**config.mk**
```make
export PLATFORM = sky130hd
export DESIGN_NAME = life_gen_row_next
export DESIGN_NICKNAME = d
export VERILOG_FILES = /design/src/sv/life_gen_pkg.sv /design/src/sv/life_gen_row_next.sv
export SDC_FILE = /design/constraint.sdc
export NUM_CORES = 1
export LEC_CHECK = 0
export BUFFER_PORTS_ARGS = -buffer_cell sky130_fd_sc_hd__buf_2
export CAP_MARGIN = 10
export CORE_MARGIN = 2
export CORE_UTILIZATION = 50
export DETAILED_ROUTE_END_ITERATION = 12
export GPL_ROUTABILITY_DRIVEN = 0
export GPL_TIMING_DRIVEN = 0
export PLACE_DENSITY = 0.75
export SLEW_MARGIN = 20
export SYNTH_ARGS = -nofsm -noshare
export SYNTH_HDL_FRONTEND = slang
export SYNTH_SLANG_ARGS = --single-unit
```
**constraint.sdc**
```tcl
create_clock -name vclk -period 15.1
set_input_delay 4.53 -clock vclk [all_inputs]
set_output_delay 4.53 -clock vclk [all_outputs]
set_load 0.02 [all_outputs]
```
**src/sv/life_gen_pkg.sv**
```systemverilog
// ----------------------------------------------------------------------------
// life_gen_pkg
// Shared types and constants of the life automaton generation block.
// ----------------------------------------------------------------------------
package life_gen_pkg;

   localparam int DEFAULT_GRID_WIDTH  = 64;
   localparam int DEFAULT_GRID_HEIGHT = 64;

   // neighbour counts of the rule
   localparam logic [3:0] SURVIVE_COUNT = 4'd2;
   localparam logic [3:0] BIRTH_COUNT   = 4'd3;

   typedef enum logic [1:0] {
      FUNC_WRITE = 2'd0,
      FUNC_STEP  = 2'd1,
      FUNC_READ  = 2'd2
   } func_type;

   typedef enum logic [2:0] {
      ST_CLEAR,
      ST_IDLE,
      ST_FETCH,
      ST_MODIFY,
      ST_SWEEP,
      ST_DONE
   } state_type;

endpackage

```
**src/sv/life_gen_row_next.sv**
```systemverilog
// ----------------------------------------------------------------------------
// life_gen_row_next
// Row-wide rule unit: next generation of one row from three old rows.
// ----------------------------------------------------------------------------
module life_gen_row_next
   import life_gen_pkg::*;
#(
   parameter int GRID_WIDTH = DEFAULT_GRID_WIDTH
) (
   input  logic [GRID_WIDTH-1:0] above,
   input  logic [GRID_WIDTH-1:0] middle,
   input  logic [GRID_WIDTH-1:0] below,
   output logic [GRID_WIDTH-1:0] next_row
);

   // border columns keep their value
   assign next_row[0]            = middle[0];
   assign next_row[GRID_WIDTH-1] = middle[GRID_WIDTH-1];

   for (genvar x = 1; x < GRID_WIDTH - 1; x++) begin : g_col
      logic [3:0] count;

      assign count = 4'(above[x-1]) + 4'(above[x]) + 4'(above[x+1])
                   + 4'(middle[x-1]) + 4'(middle[x+1])
                   + 4'(below[x-1]) + 4'(below[x]) + 4'(below[x+1]);

      assign next_row[x] = (count == BIRTH_COUNT) || (middle[x] && (count == SURVIVE_COUNT));
   end

endmodule

```
Yosys cells after proc, flatten, opt, wreduce, memory -nomap -nowiden
Index checks and enable logic that the tools add are counted.
{"block": "op_classes", "n_eq_ne": 124, "n_reduce_logical": 124, "addsub": 434}
{"cell": "$add 4x1->4", "count": 248}
{"cell": "$eq 4x2->1 const B", "count": 124}
{"cell": "$add 3x1->4", "count": 62}
{"cell": "$add 2x1->3", "count": 62}
{"cell": "$add 1x1->2", "count": 62}
{"cell": "$logic_and 1x1->1", "count": 62}
{"cell": "$logic_or 1x1->1", "count": 62}
{"block": "word_totals", "output_inout_bits": 64, "ff_bits": 0, "inputBits": 192, "elab_cells": 682}

Depth between registers and ports, before layout
Gate-level depths: netlist of run 1.
{"block": "depth", "depth_word": 10, "depth_mapped": 9, "depth_no_buf": 9}

Worst setup path before layout of run 1
Ideal clock, no wire load.
{"block": "synth_path", "kind": "input to output", "startpoint": "input above[26]", "endpoint": "output next_row[27]", "n_path_buf": 0, "path_stages": 9, "t_arrival_ns": 7.218, "path_slack_ns": 3.352, "t_required_ns": 10.570, "cell_sequence": "inv_1 > fa_1 > fa_1 > fa_1 > inv_1 > ha_1 > fa_1 > or2_0 > a21oi_1"}
{"block": "synth_via", "elab_chain_len": 10, "elab_cells_between_ends": 11, "classes_between": "7 x add/sub; 2 x eq/ne; 2 x reduce/logical"}
{"element": "from (decl)", "line": "life_gen_row_next.sv:10", "text": "input logic [GRID_WIDTH-1:0] above,"}
{"element": "$add 1x1->2 *", "line": "life_gen_row_next.sv:23", "text": "assign count = 4'(above[x-1]) + 4'(above[x]) + 4'(above[x+1])"}
{"element": "$add 2x1->3 *", "line": "life_gen_row_next.sv:23"}
{"element": "$add 3x1->4 *", "line": "life_gen_row_next.sv:24", "text": "+ 4'(middle[x-1]) + 4'(middle[x+1])"}
{"element": "$add 4x1->4 *", "line": "life_gen_row_next.sv:24"}
{"element": "$add 4x1->4 * (3 in a row)", "line": "life_gen_row_next.sv:25", "text": "+ 4'(below[x-1]) + 4'(below[x]) + 4'(below[x+1]);"}
{"element": "$eq 4x2->1", "line": "life_gen_row_next.sv:27", "text": "assign next_row[x] = (count == BIRTH_COUNT) || (middle[x] && (count == SURVIVE_COUNT));"}
{"element": "$logic_and 1x1->1", "line": "life_gen_row_next.sv:27"}
{"element": "$logic_or 1x1->1 *", "line": "life_gen_row_next.sv:27"}
{"element": "to (decl)", "line": "life_gen_row_next.sv:13", "text": "output logic [GRID_WIDTH-1:0] next_row"}
Every way passes the cells marked *; elsewhere a longest branch is shown, timed or not.

Worst setup path in the final report of run 1
Ends and elaborated chain as after synthesis.

==> results.json, run 1 <==
{
  "outcome": "finished clean",
  "place_hpwl_um": 20400,
  "via_count": 8075,
  "seqPwrFrac": 0,
  "nClkBuffers": 0,
  "power_uw": 865,
  "critical_path_required_ns": 10.57,
  "fp.dieW_um": 149,
  "via_per_inst": 4.69,
  "die_y_um": 149,
  "wl_um": 21000,
  "crit_start": "above[26]",
  "crit_type": "primary input to output pin",
  "synth.cells.most_frequent": "439 x inv_1, 248 x fa_1, 186 x ha_1, 124 x a21oi_1",
  "cts_resized": 0,
  "gr-usage-all-layers": 0.197,
  "cts_setup_buffers": 0,
  "hold_class": "primary input to output pin",
  "drt_first_pass_iters": 4,
  "whs_path_depth": 3,
  "clock.fmax_mhz": 83.6,
  "arrival_ns": 7.43,
  "grt_max_degree": 4,
  "seq_cells": 0,
  "core_mm2": 0.0209,
  "worstMarginPinSlew_ns": 0.268,
  "leakagePower_nw": 7.16,
  "avgSynthCellArea_um2": 8.93,
  "endpoint_kind": "output pin",
  "grt-ovfl-total": 0,
  "die-area_mm2": 0.0223,
  "synth_fp_nets": 1811,
  "synthCells": 1185,
  "tns_ns": 0,
  "combPwrFrac": 1.000,
  "grt_setup_unrepaired": "false",
  "drc_errors": 0,
  "swShare": 0.581,
  "ioPinCount": 256,
  "syn_to_final_growth_pct": 15.5,
  "port_buffers": 256,
  "hold_end": "next_row[0]",
  "initial_core_util": 0.507,
  "p_per_area_mw_per_mm2": 70.8,
  "drv_slew": 0,
  "cap_violations": 0,
  "worst_setup_path_start_kind": "primary input",
  "num_rows": 53,
  "cp_max_fo": 2,
  "grt_pass1_wl_um": 37100,
  "yosys.cell_types.count": 9,
  "wire_per_inst_um": 12.2,
  "drtAntennaViolNets": 0,
  "yosys-top-cells-area": "fa_1 47%, ha_1 22%, inv_1 16%",
  "relSlewSlack": 0.820,
  "synth_top_area_cell": "fa_1",
  "power.switching_uw": 502,
  "yosysMostFrequentCell": "inv_1",
  "setup_viol": 0,
  "grt_pass1_vias": 8819,
  "finalHoldViolations": 0,
  "vdd_ir_drop_max_v": 0.0000402,
  "syn-cell-area_mm2": 0.0106,
  "final_net_count": 2069,
  "hold_slack_ns": 9.38,
  "p_clk_frac": 0,
  "dr.first_iter.drc_count": 131,
  "cts_hold_buf": 0,
  "layout-drive-gt1-share": 0.179,
  "intPower_uw": 362,
  "hp-start": "middle[0]",
  "antenna_found_initial": 6,
  "synth_top_area_frac": 0.469,
  "regArea_um2": 0,
  "period_needed_ns": 11.96,
  "min_period_over_period": 0.792,
  "ys_warn_count": 0,
  "yosysSeqAreaShare": 0
}
[worst max-delay path by stage]
stage,endpoint,slack [ns],depth (start not counted)
2_1_floorplan,next_row[27],3.35,9
6_report,next_row[27],3.14,11
5_1_grt,next_row[27],3.01,11
4_1_cts,next_row[36],3.12,11
3_5_place_dp,next_row[36],3.12,11
3_3_place_gp,next_row[5],3.15,11
[cells in the final DEF, fill, tap and decap left out]
| master | count |
|---|---|
| fa_1 | 248 |
| ha_1 | 186 |
| o21ai_0 | 62 |
| nand3_1 | 62 |
| inv_1 | 439 |
| buf_2 | 256 |
| or2_1 | 45 |
| a21oi_1 | 124 |
| buf_4 | 2 |
| or2_0 | 17 |
| diode_2 | 4 |
[area by class of cell]
type	count	area, µm²
multi-input combinational	744	8920
fill	1893	8670
inverter	439	1650
timing repair buffer	256	1280
tap	275	344
buffer	2	15.0
antenna	4	10.0
[cell families after synthesis]
group,Yosys count,share of synthesized area
and+or+nand+nor,124,0.0660
buffers and inverters,441,0.157
AOI/OAI and AO/OA,186,0.0880
adders and majority gates,434,0.689
[worst max-delay path, cell delays in order]
cell	delay, ns
buf_2	0.09
inv_1	0.07
fa_1	0.56
fa_1	0.45
fa_1	0.50
inv_1	0.04
ha_1	0.20
fa_1	0.38
or2_0	0.22
a21oi_1	0.18
buf_2	0.20
[routing by layer]
| metal | vias up | track usage | routed length, µm |
|---|---|---|---|
| li1 | 4070 | - | - |
| met1 | 3832 | 0.244 | 8640 |
| met2 | 153 | 0.375 | 10900 |
| met3 | 18 | 0.0268 | 1170 |
| met4 | 2 | 0.0210 | 253 |
| met5 | - | 0 | 11 |
[power groups by stage]
| stage | registers, mW | logic [mW] | clock network [mW] |
|---|---|---|---|
| after floorplan | 0 | 0.632 | 0 |
| after global placement | 0 | 0.832 | 0 |
| after detailed placement | 0 | 0.871 | 0 |
| after CTS | 0 | 0.879 | 0 |
| after global routing | 0 | 1.02 | 0.0000000266 |
| final | 0 | 0.865 | 0.0000000355 |
[metrics by stage]
step	setup slack (ns)	instances	utilization	cell area [µm²]
final	3.14	1720	0.585	12200
after global routing	3.01	1719	0.585	12200
after CTS	3.12	1716	0.584	12200
after detailed placement	3.12	1716	0.584	12200
after global placement	3.15	1716	0.584	12200
after floorplan	3.35	1185	-	10600
Power figures use the tool's default switching activity.
==> inputs of run 2 (changes only) <==
- ABC_AREA: default -> 1
- PLACE_DENSITY: 0.75 -> 0.78
- clock period: 15.1 -> 10.9 ns (I/O delays scaled with it)
==> results.json, run 2 <==
{
  "initial_core_util": 0.514,
  "muxShareOfSynthArea": 0,
  "cap_violations": 0,
  "synth_top_area_frac": 0.440,
  "synth_compound_area_frac": 0.0275,
  "path_cells": "buf_2, inv_1, fa_1, fa_1, fa_1, inv_1, ha_1, fa_1, nand3_1, a21oi_1, buf_2",
  "finalHoldViolations": 0,
  "endpoint_kind": "output pin",
  "slowest_delay_ns": 0.57,
  "power_mw": 1.35,
  "drtAntennaViolNets": 0,
  "synth.cells.most_frequent": "625 x inv_1, 248 x fa_1, 186 x ha_1, 186 x nand2_1, 124 x nand3_1",
  "antenna_found_initial": 9,
  "die-area_mm2": 0.0238,
  "layout_setup_ws_ns": 1.49,
  "crit_type": "primary input to output pin",
  "design_area_mm2": 0.0129,
  "grt_max_degree": 4,
  "p_clk_frac": 0,
  "final_net_count": 2317,
  "min_period_over_period": 0.863,
  "seqPwrFrac": 0,
  "final_cell_mix": "625 x inv_1, 256 x buf_2, 248 x fa_1, 186 x nand2_1, 186 x ha_1",
  "port_buffers": 256,
  "cp_max_fo": 2,
  "via_per_inst": 4.52,
  "drt_first_pass_iters": 4,
  "cp_slowest_cell": "fa_1",
  "hold_class": "primary input to output pin",
  "core_mm2": 0.0220,
  "grt_pass1_wl_um": 40600,
  "post-place-ws_ns": 1.49,
  "ioPinCount": 256,
  "wire_per_inst_um": 11.5,
  "path_delay_family": "adder cells",
  "synth_xor_area_frac": 0,
  "synth_top_family_by_area": "adder cells",
  "yosys.cell_types.count": 7,
  "num_rows": 54,
  "avgSynthCellArea_um2": 7.87,
  "relSlewSlack": 0.842,
  "period_needed_ns": 9.41,
  "placed_cell_area_mm2": 0.0129,
  "yosysSeqAreaShare": 0,
  "layout-drive-gt1-share": 0.153,
  "seq_cells": 0,
  "intPower_uw": 557,
  "drv_slew": 0,
  "leakagePower_nw": 8.11,
  "ys_warn_count": 0,
  "critical_path_required_ns": 7.63,
  "vdd_ir_drop_max_v": 0.0000680,
  "syn_to_final_growth_pct": 14.6,
  "grt_pass1_vias": 9729,
  "via_count": 8934,
  "setup_viol": 0,
  "stdcell_count": 1975,
  "timing.critical_path.buf_inv": 4,
  "regArea_um2": 0,
  "synth_top_area_cell": "fa_1",
  "cts_setup_buffers": 0,
  "path_common_cell": "fa_1",
  "syn-cell-area_mm2": 0.0113,
  "wl_um": 22700,
  "tns_ns": 0,
  "synth_fp_nets": 2059,
  "synthCells": 1433,
  "worst_setup_path_start_kind": "primary input",
  "final_common_cell": "inv_1",
  "clock.fmax_mhz": 106,
  "gr-usage-all-layers": 0.200,
  "place_hpwl_um": 22200,
  "combPwrFrac": 1.000,
  "worstMarginPinSlew_ns": 0.236,
  "nClkBuffers": 0,
  "power.switching_uw": 794,
  "arrival_ns": 6.14,
  "die_y_um": 154,
  "drc_errors": 0,
  "synth-simple-area-share": 0.117,
  "p_per_area_mw_per_mm2": 104,
  "grt-ovfl-total": 0,
  "cts_hold_buf": 0,
  "cts_resized": 0,
  "synth-adder-area-share": 0.646,
  "yosys-top-cells-area": "fa_1 44%, inv_1 21%, ha_1 21%",
  "outcome": "finished clean",
  "dr.first_iter.drc_count": 297,
  "yosysMostFrequentCell": "inv_1",
  "placed_cells": 1969,
  "swShare": 0.588,
  "grt_setup_unrepaired": "false",
  "fp.dieW_um": 154
}
## run 2: cell count changes after synthesis
| cell | previous run | this run |
|---|---|---|
| a21oi_1 | 124 | 62 |
| inv_1 | 439 | 625 |
| nand2_1 | 0 | 186 |
| nand3_1 | 62 | 124 |
| o21ai_0 | 62 | 0 |
| or2_0 | 17 | 0 |
| or2_1 | 45 | 0 |
## run 2: power groups by stage
stage | Sequential (mW) | Combinational, mW | Clock, mW
2_1_floorplan | 0 | 0.999 | 0
3_3_place_gp | 0 | 1.29 | 0
3_5_place_dp | 0 | 1.36 | 0
4_1_cts | 0 | 1.37 | 0
5_1_grt | 0 | 1.59 | 0.0000000736
6_report | 0 | 1.35 | 0.0000000736
## run 2: path summary, 6_finish.rpt
| check | startpoint | to | slack (ns) | depth (start not counted) |
|---|---|---|---|---|
| min | middle[63] | next_row[63] | 6.86 | 3 |
| max | above[18] | next_row[19] | 1.49 | 11 |
## run 2: metrics by stage
step	util	hold slack, ns
CTS	0.588	6.86
finish	0.589	6.86
global placement	0.588	6.86
detailed placement	0.588	6.86
global route	0.589	6.88
floorplan	-	6.65
## run 2: kinds of logic (layout without fill, tap and decap cells)
family          Yosys count  after routing
compound gates           62             62
fa+ha+maj               434            434
buf+inv                 627            883
other cells               0              6
simple gates            310            310
## run 2: layout make-up
| cell class | count | area [µm²] |
|---|---|---|
| Antenna cell | 6 | 15.0 |
| Buffer | 2 | 15.0 |
| Fill cell | 1935 | 9030 |
| Inverter | 625 | 2350 |
| Multi-Input combinational cell | 806 | 8920 |
| Tap cell | 280 | 350 |
| Timing Repair Buffer | 256 | 1280 |
## run 2: metal layers
metal  share of wire  GRT usage  wire (µm)  vias to the layer above
met5          0.0011          0         26                        -
met4           0.023     0.0369        521                        4
met3           0.071     0.0384       1610                       36
met2            0.51      0.381      11500                      204
met1            0.40      0.236       9020                     4117
li1                -          -          -                     4573
